**src/rtl/bcd_pkg.sv**
```systemverilog
// ----------------------------------------------------------------------------
// bcd_pkg
// shared types and constants for the button click detector
// ----------------------------------------------------------------------------
package bcd_pkg;

	localparam int TIMER_BITS_DEFAULT = 16;
	localparam int CFG_W              = 16;
	localparam int APB_DATA_W         = 32;
	localparam int APB_ADDR_W         = 3;

	localparam logic [CFG_W-1:0] DEBOUNCE_RESET = CFG_W'(50);
	localparam logic [CFG_W-1:0] DCLICK_RESET   = CFG_W'(300);

	// register indexes, taken from paddr[2]
	localparam logic REG_DEBOUNCE = 1'b0;
	localparam logic REG_DCLICK   = 1'b1;

	// click status codes
	localparam logic [1:0] STATUS_NONE   = 2'd0;
	localparam logic [1:0] STATUS_SINGLE = 2'd1;
	localparam logic [1:0] STATUS_DOUBLE = 2'd2;

	typedef struct packed {
		logic button_level;
		logic detect_disabled;
		logic status_clear;
	} in_t;

	typedef struct packed {
		logic [1:0] click_status;
		logic       debounced_level;
	} out_t;

	// detector state besides the timer
	typedef struct packed {
		logic [1:0] click_state;
		logic       last_level;
	} det_state_t;

endpackage

```
**src/rtl/bcd_update.sv**
```systemverilog
// ----------------------------------------------------------------------------
// bcd_update
// next-state logic of the detector for one tick
// ----------------------------------------------------------------------------
module bcd_update #(
	parameter int TIMER_BITS = bcd_pkg::TIMER_BITS_DEFAULT
) (
	input  bcd_pkg::in_t                    item,
	input  logic [TIMER_BITS-1:0]           timer,
	input  bcd_pkg::det_state_t             state,
	input  logic [bcd_pkg::CFG_W-1:0]       debounce_ticks,
	input  logic [bcd_pkg::CFG_W-1:0]       double_click_ticks,
	output logic [TIMER_BITS-1:0]           timer_nxt,
	output bcd_pkg::det_state_t             state_nxt
);

	localparam int CMP_W = (TIMER_BITS > bcd_pkg::CFG_W) ? TIMER_BITS : bcd_pkg::CFG_W;

	logic [1:0]            cs;
	logic [TIMER_BITS-1:0] t_inc;
	logic [CMP_W-1:0]      t_cmp;
	logic [CMP_W-1:0]      deb_cmp;
	logic [CMP_W-1:0]      dcl_cmp;
	logic                  edge_ok;
	logic                  in_window;

	assign cs      = item.status_clear ? bcd_pkg::STATUS_NONE : state.click_state;
	// saturating increment
	assign t_inc   = (&timer) ? timer : timer + TIMER_BITS'(1);
	assign t_cmp   = CMP_W'(t_inc);
	assign deb_cmp = CMP_W'(debounce_ticks);
	assign dcl_cmp = CMP_W'(double_click_ticks);
	assign edge_ok = (t_cmp >= deb_cmp) && (item.button_level != state.last_level);
	assign in_window = t_cmp < dcl_cmp;

	always_comb begin
		state_nxt.click_state = cs;
		state_nxt.last_level  = state.last_level;
		timer_nxt             = timer;
		if (!item.detect_disabled) begin
			timer_nxt = t_inc;
			if (edge_ok) begin
				state_nxt.last_level = item.button_level;
				if (item.button_level) begin
					if (cs == bcd_pkg::STATUS_NONE ||
					    (cs == bcd_pkg::STATUS_SINGLE && in_window)) begin
						timer_nxt = '0;
					end
				end else begin
					if (cs == bcd_pkg::STATUS_NONE) begin
						state_nxt.click_state = bcd_pkg::STATUS_SINGLE;
						timer_nxt             = '0;
					end else if (cs == bcd_pkg::STATUS_SINGLE && in_window) begin
						state_nxt.click_state = bcd_pkg::STATUS_DOUBLE;
						timer_nxt             = '0;
					end
				end
			end
		end
	end

endmodule

```
**src/rtl/button_click_detector_core.sv**
```systemverilog
// ----------------------------------------------------------------------------
// button_click_detector_core
// debounce and single/double click detection on a millisecond tick stream
// ----------------------------------------------------------------------------
// usage:
//   in channel: one item per tick with the sampled button level, a disable
//   flag and a status clear flag; accepted when in_valid is high and
//   in_stall is low
//   out channel: one item per input item with the click status and the
//   debounced level as they stand after that tick
//   path: the item waits in the input register, then the update logic loads
//   the result register and out_valid rises; the result is taken at an edge
//   where out_stall is low
//   throughput: one item per cycle unless stalled; the timer and click state
//   update is a saturating increment and two compares, done in the result stage
//   stall: when out_stall holds a result, the input register keeps its item
//   and in_stall rises in the same cycle; nothing is dropped
//   reset: timer, level and click state clear, thresholds return to 50 and
//   300 ticks, both registers empty
//   config: APB writes at 0 (debounce ticks) and 4 (double click ticks),
//   only while no item is in flight
// ----------------------------------------------------------------------------
module button_click_detector_core #(
	parameter int TIMER_BITS = bcd_pkg::TIMER_BITS_DEFAULT
) (
	input  logic                               clk,
	input  logic                               arst_n,
	// input channel
	input  logic                               in_valid,
	output logic                               in_stall,
	input  bcd_pkg::in_t                       in_data,
	// output channel
	output logic                               out_valid,
	input  logic                               out_stall,
	output bcd_pkg::out_t                      out_data,
	// config port
	input  logic                               psel,
	input  logic                               penable,
	input  logic                               pwrite,
	input  logic [bcd_pkg::APB_ADDR_W-1:0]     paddr,
	input  logic [bcd_pkg::APB_DATA_W-1:0]     pwdata,
	output logic [bcd_pkg::APB_DATA_W-1:0]     prdata,
	output logic                               pready
);

	// config registers
	logic [bcd_pkg::CFG_W-1:0] debounce_q;
	logic [bcd_pkg::CFG_W-1:0] dclick_q;

	// input stage
	logic         valid_s1;
	bcd_pkg::in_t item_s1;

	// detector state
	logic [TIMER_BITS-1:0] timer_q;
	bcd_pkg::det_state_t   state_q;

	// result stage
	logic          valid_s2;
	bcd_pkg::out_t result_s2;

	logic                  adv_s2;
	logic                  in_take;
	logic                  cfg_wr;
	logic [TIMER_BITS-1:0] timer_nxt;
	bcd_pkg::det_state_t   state_nxt;

	// result register can load when empty or being drained
	assign adv_s2   = valid_s1 && (!valid_s2 || !out_stall);
	// input register frees up whenever its item moves on
	assign in_stall = valid_s1 && !adv_s2;
	assign in_take  = in_valid && !in_stall;

	assign out_valid = valid_s2;
	assign out_data  = result_s2;

	// config access, always ready
	assign pready = 1'b1;
	assign cfg_wr = psel && penable && pwrite;

	always_comb begin
		unique case (paddr[2])
			bcd_pkg::REG_DEBOUNCE: prdata = bcd_pkg::APB_DATA_W'(debounce_q);
			bcd_pkg::REG_DCLICK:   prdata = bcd_pkg::APB_DATA_W'(dclick_q);
			default:               prdata = '0;
		endcase
	end

	always_ff @(posedge clk or negedge arst_n) begin
		if (!arst_n) begin
			debounce_q <= bcd_pkg::DEBOUNCE_RESET;
			dclick_q   <= bcd_pkg::DCLICK_RESET;
		end else if (cfg_wr) begin
			if (paddr[2] == bcd_pkg::REG_DEBOUNCE) begin
				debounce_q <= pwdata[bcd_pkg::CFG_W-1:0];
			end else begin
				dclick_q <= pwdata[bcd_pkg::CFG_W-1:0];
			end
		end
	end

	// input register
	always_ff @(posedge clk or negedge arst_n) begin
		if (!arst_n) begin
			valid_s1 <= 1'b0;
		end else if (in_take) begin
			valid_s1 <= 1'b1;
		end else if (adv_s2) begin
			valid_s1 <= 1'b0;
		end
	end

	always_ff @(posedge clk) begin
		if (in_take) begin
			item_s1 <= in_data;
		end
	end

	bcd_update #(
		.TIMER_BITS(TIMER_BITS)
	) u_update (
		.item               (item_s1),
		.timer              (timer_q),
		.state              (state_q),
		.debounce_ticks     (debounce_q),
		.double_click_ticks (dclick_q),
		.timer_nxt          (timer_nxt),
		.state_nxt          (state_nxt)
	);

	// state and result commit together as the item enters the result stage
	always_ff @(posedge clk or negedge arst_n) begin
		if (!arst_n) begin
			timer_q  <= '0;
			state_q  <= '{click_state: bcd_pkg::STATUS_NONE, last_level: 1'b0};
			valid_s2 <= 1'b0;
		end else begin
			if (adv_s2) begin
				timer_q  <= timer_nxt;
				state_q  <= state_nxt;
				valid_s2 <= 1'b1;
			end else if (!out_stall) begin
				valid_s2 <= 1'b0;
			end
		end
	end

	always_ff @(posedge clk) begin
		if (adv_s2) begin
			result_s2.click_status    <= state_nxt.click_state;
			result_s2.debounced_level <= state_nxt.last_level;
		end
	end

	// status code three is unreachable
	a_no_status3: assert property (@(posedge clk) disable iff (!arst_n)
		state_q.click_state != 2'd3)
		else $error("click state reached unused code");

	// state moves only with an item entering the result stage
	a_state_hold: assert property (@(posedge clk) disable iff (!arst_n)
		!adv_s2 |=> $stable(state_q) && $stable(timer_q))
		else $error("detector state changed without an item");

	// result register mirrors the committed state
	a_result_match: assert property (@(posedge clk) disable iff (!arst_n)
		adv_s2 |=> result_s2.click_status == state_q.click_state &&
		           result_s2.debounced_level == state_q.last_level)
		else $error("result does not match committed state");

	// double click only follows a single click or a held double
	a_double_seq: assert property (@(posedge clk) disable iff (!arst_n)
		adv_s2 && state_nxt.click_state == bcd_pkg::STATUS_DOUBLE &&
		state_q.click_state == bcd_pkg::STATUS_NONE |-> 1'b0)
		else $error("double click without a prior single click");

endmodule

```
**config.mk**
```make
export PLATFORM = sky130hd
export DESIGN_NAME = button_click_detector_core
export DESIGN_NICKNAME = d
export VERILOG_FILES = /design/src/rtl/bcd_pkg.sv /design/src/rtl/bcd_update.sv /design/src/rtl/button_click_detector_core.sv
export SDC_FILE = /design/constraint.sdc
export NUM_CORES = 1
export LEC_CHECK = 0
export BUFFER_PORTS_ARGS = -buffer_cell sky130_fd_sc_hd__buf_2
export CORE_ASPECT_RATIO = 0.7
export CORE_MARGIN = 2
export CORE_UTILIZATION = 50
export CTS_CLUSTER_DIAMETER = 80
export DETAILED_ROUTE_END_ITERATION = 16
export PLACE_DENSITY = 0.74
export SLEW_MARGIN = 0
export SYNTH_ARGS = -nofsm -noshare
export SYNTH_HDL_FRONTEND = slang
export SYNTH_HIERARCHICAL = 1
export SYNTH_SLANG_ARGS = --single-unit
```
**constraint.sdc**
```tcl
create_clock -name clk -period 7.4 [get_ports clk]
set_input_delay 1.11 -clock clk [delete_from_list [all_inputs] [get_ports clk]]
set_output_delay 1.11 -clock clk [all_outputs]
set_load 0.02 [all_outputs]
```
==> impl_results.md <==
* Outcome: finished, final reports clean
* Global-route wire length before repair at 13,700 µm
* Antenna violations before repair at 0
* Number of buffers and inverters on the critical path at 0
* Syn. warnings at 6
* Tightest Hold Check Type: reg -> reg
* Detailed router's first-iteration violation count at 112
* Top flip-flop cell by instance count after synthesis: dfrtp_1
* Register bit total from synthesis at 59
* Diode count at 0
* Die area at 8930 µm²
* Final setup violation count at 0
* Leak at 2.25 nW
* Number of nets with antenna violations after detailed routing at 0
* Cell type group with the largest total delay on the critical path: compound AO/OA/AOI/OAI gates
* Area Growth Syn to Fin at 12.3%
* GR Overflow Total at 0
* Worst slew pin tran at 697 ps
* Number of max-capacitance violations reported at 0
* I/O Pins at 83
* Overall power after layout at 0.00122 W
* Parity-gate share of the synthesized area counting xor and xnor cells at 4.71%
* Number of clock buffers inserted by TritonCTS at 9
* Share of the synthesized area in the top cell type at 28.1%
* Total core area at 7910 µm²
* Number of buffers on the longest clock path at 2
* Proportion of layout cells with a drive suffix above 1 at 33.9%
* CTS H-Tree Depth at 3
* Pwr/cell area at 265 nW/µm²
* Width of the chip at 112 µm
* CTS hold repair buffers at 0
* GRT Util Overall at 19.4%
* Worst-case headroom to the max-slew limit at 53.5%
* Clock tree root driver cell: clkbuf_16
* Post-Syn Area per Cell at 10.7 µm²
* Proportion of synthesized area in mux cells at 20.4%
* EDFF count, synth at 6
* Arr. time, crit path at 4430 ps
* IR drop worst, VDD at 127 µV
* Worst clock skew on the final layout at 5.94 ps
* Critical path class: reg -> reg
* Post-synthesis compound-gate area fraction at 7.86%
* Highest achievable clock rate at 237 MHz
* Data required time of the worst path at 7610 ps
* Core Rows at 27
* Distinct cell type count after synthesis at 51
* Average vias per placed instance at 5.32
* Placer Congestion at 0.800
* Delay contributed by the slowest stage of the critical path at 460 ps
* Post-detailed-route wirelength per cell at 15.2 µm
* Placed wire-length estimate at 5970 µm
* Top cells by area in the synthesized netlist: dfrtp_1, mux2_2, ha_1, dfstp_2, edfxtp_1
* Final worst path period need at 4220 ps
* Peak fanout along the critical path at 16
* Cell at the slowest stage of the critical path: dfrtp_1
* Source-to-sink clock delay at the later pin of the worst-skew pair at 330 ps
* Main combinational cell family by area after synthesis: multiplexers
* Most Frequent Cell on Critical Path: ha_1
* Final period util at 57.1%
* Clock Sink Count at 59
* Final net count at 506
* Pin count of the biggest net entering global routing at 54
* Simple-gate share of the synthesized area at 11.9%
* Most area-hungry cell type in the Yosys netlist: dfrtp_1
* RSZ-0062 raised after global routing: no
* Vertical extent of the die at 79.7 µm
* Kind of launch point of the worst setup path: flip-flop
* Slew Viols, Final at 0
* Drc violations at 0
* Gate Count Post-Synth at 381
* Post-Synth Adder-Cell Area at 9.79%
* Detailed Routing Iterations Pass 1 at 4
* Drt total wl at 8130 µm
* Total setup buffers inserted after CTS at 0
* Initial core utilization at 51.8%
* Netlist area before placement at 4090 µm²
* CTS clk-pin slew, worst paths at 50 ps
* Total negative setup slack at 0 ps
* Type of element capturing the critical path: flip-flop
* Via count of the first global-routing pass at 2,828
* Post-route worst hold slack at 492 ps
* Via count of the routed design at 2,846
* IO buf count at 47
* Final Hold Vio Count at 0
* Count of cells resized by post-cts repair at 0
* Crit-path cells: ha_1 > nand4_2 > nor3_4 > nand2_4 > nand4_1 > nor2_1 > xor2_1 > ha_1 > and3_1 > o21ai_0 > a2111o_1 > a21oi_1 > o311a_4 > a311oi_1 > mux2_2
* TritonCTS clock tree: done
* Share of synthesized area occupied by flip-flops and latches at 37.0%
* Async set-reset flop share out of synthesis at 89.8%
-- routing by layer --
metal / routed length (µm) / track usage (%) / up-vias
met1: 3930 / 25.7 / 1383
met2: 3770 / 30.8 / 55
li1: - / - / 1399
met3: 361 / 6.07 / 9
met4: 71 / 5.24 / 0
met5: 0 / 0 / -
-- cells in the final DEF (no fill, tap or decap), types with 4 or more instances in the layout --
master	n
mux2_4	10
nand3_1	9
nand4_1	4
a21oi_1	15
ha_1	32
edfxtp_1	6
buf_2	47
o21ai_0	7
conb_1	17
dfstp_2	7
dfrtp_1	46
clkbuf_16	9
xnor2_1	15
nand2b_1	5
nor2_1	30
xor2_1	7
nor3_1	7
nand2_1	13
nor2b_1	4
inv_1	35
mux2_2	59
-- sequential cells by signal, summed over array words and instances, names as in the netlist --
name	count
out_data	3
out_valid	1
timer_q	16
valid_s1	1
dclick_q	16
state_q	3
debounce_q	16
item_s1	3
-- cell usage after synthesis (all sizes together), types with 2 or more instances --
master and n:
a211oi 2, a21o 3, a21oi 15, a311oi 3, and2 2, and3 3
buf 25, clkbuf 2, conb 2, dfrtp 46, dfstp 7, edfxtp 6
ha 32, inv 35, mux2 69, mux2i 2, nand2 14, nand2b 5
nand3 9, nand4 6, nand4b 3, nor2 31, nor2b 4, nor3 8
o2111ai 3, o21a 3, o21ai 7, xnor2 15, xor2 7
-- cell type report --
type,count,area [µm²]
Multi-Input combinational cell,275,2300
Inverter,35,131
Tap cell,101,126
Clock inverter,3,15.0
Clock buffer,13,250
Fill cell,715,3310
Timing Repair Buffer,49,250
Sequential cell,59,1520
-- worst paths after layout --
| kind | slack, ps | startpoint | endpoint | cells past startpoint |
|---|---|---|---|---|
| max | 3180 | timer_q[0]$_DFFE_PN0P_ | timer_q[2]$_DFFE_PN0P_ | 15 |
| min | 490 | valid_s1$_DFFE_PN0P_ | out_valid$_DFFE_PN0P_ | 1 |
| max reg2reg | 3180 | timer_q[0]$_DFFE_PN0P_ | timer_q[2]$_DFFE_PN0P_ | 15 |
| min reg2reg | 490 | valid_s1$_DFFE_PN0P_ | out_valid$_DFFE_PN0P_ | 1 |
| max in group asynchronous | 6010 | arst_n | timer_q[1]$_DFFE_PN0P_ | 2 |
| min in group asynchronous | 910 | arst_n | dclick_q[12]$_DFFE_PN0P_ | 2 |
-- per-stage QoR --
step / setup WS, ps / area [µm²] / util [%] / instances
after global placement: 3240 / 4330 / 54.7 / 519
after detailed placement: 3170 / 4330 / 54.7 / 519
final: 3180 / 4590 / 58.1 / 535
after floorplan: 3710 / 4150 / - / 396
after global routing: 2840 / 4590 / 58.1 / 535
after CTS: 3150 / 4590 / 58.1 / 535
-- power breakdown --
part           internal (W)  total (W)  leakage, nW  switching [W]
registers          0.000394   0.000456        0.709      0.0000625
clock network      0.000234   0.000373        0.133       0.000139
logic              0.000191   0.000388         1.41       0.000197
total              0.000818    0.00122         2.25       0.000398
-- cell families after synthesis --
group	count (synthesis)
compound gates	45
xor+xnor	22
fa+ha+maj	32
buf+inv	62
flops	59
mux	71
other cells	2
simple gates	88
No activity file was read; power rests on OpenSTA's default activity.
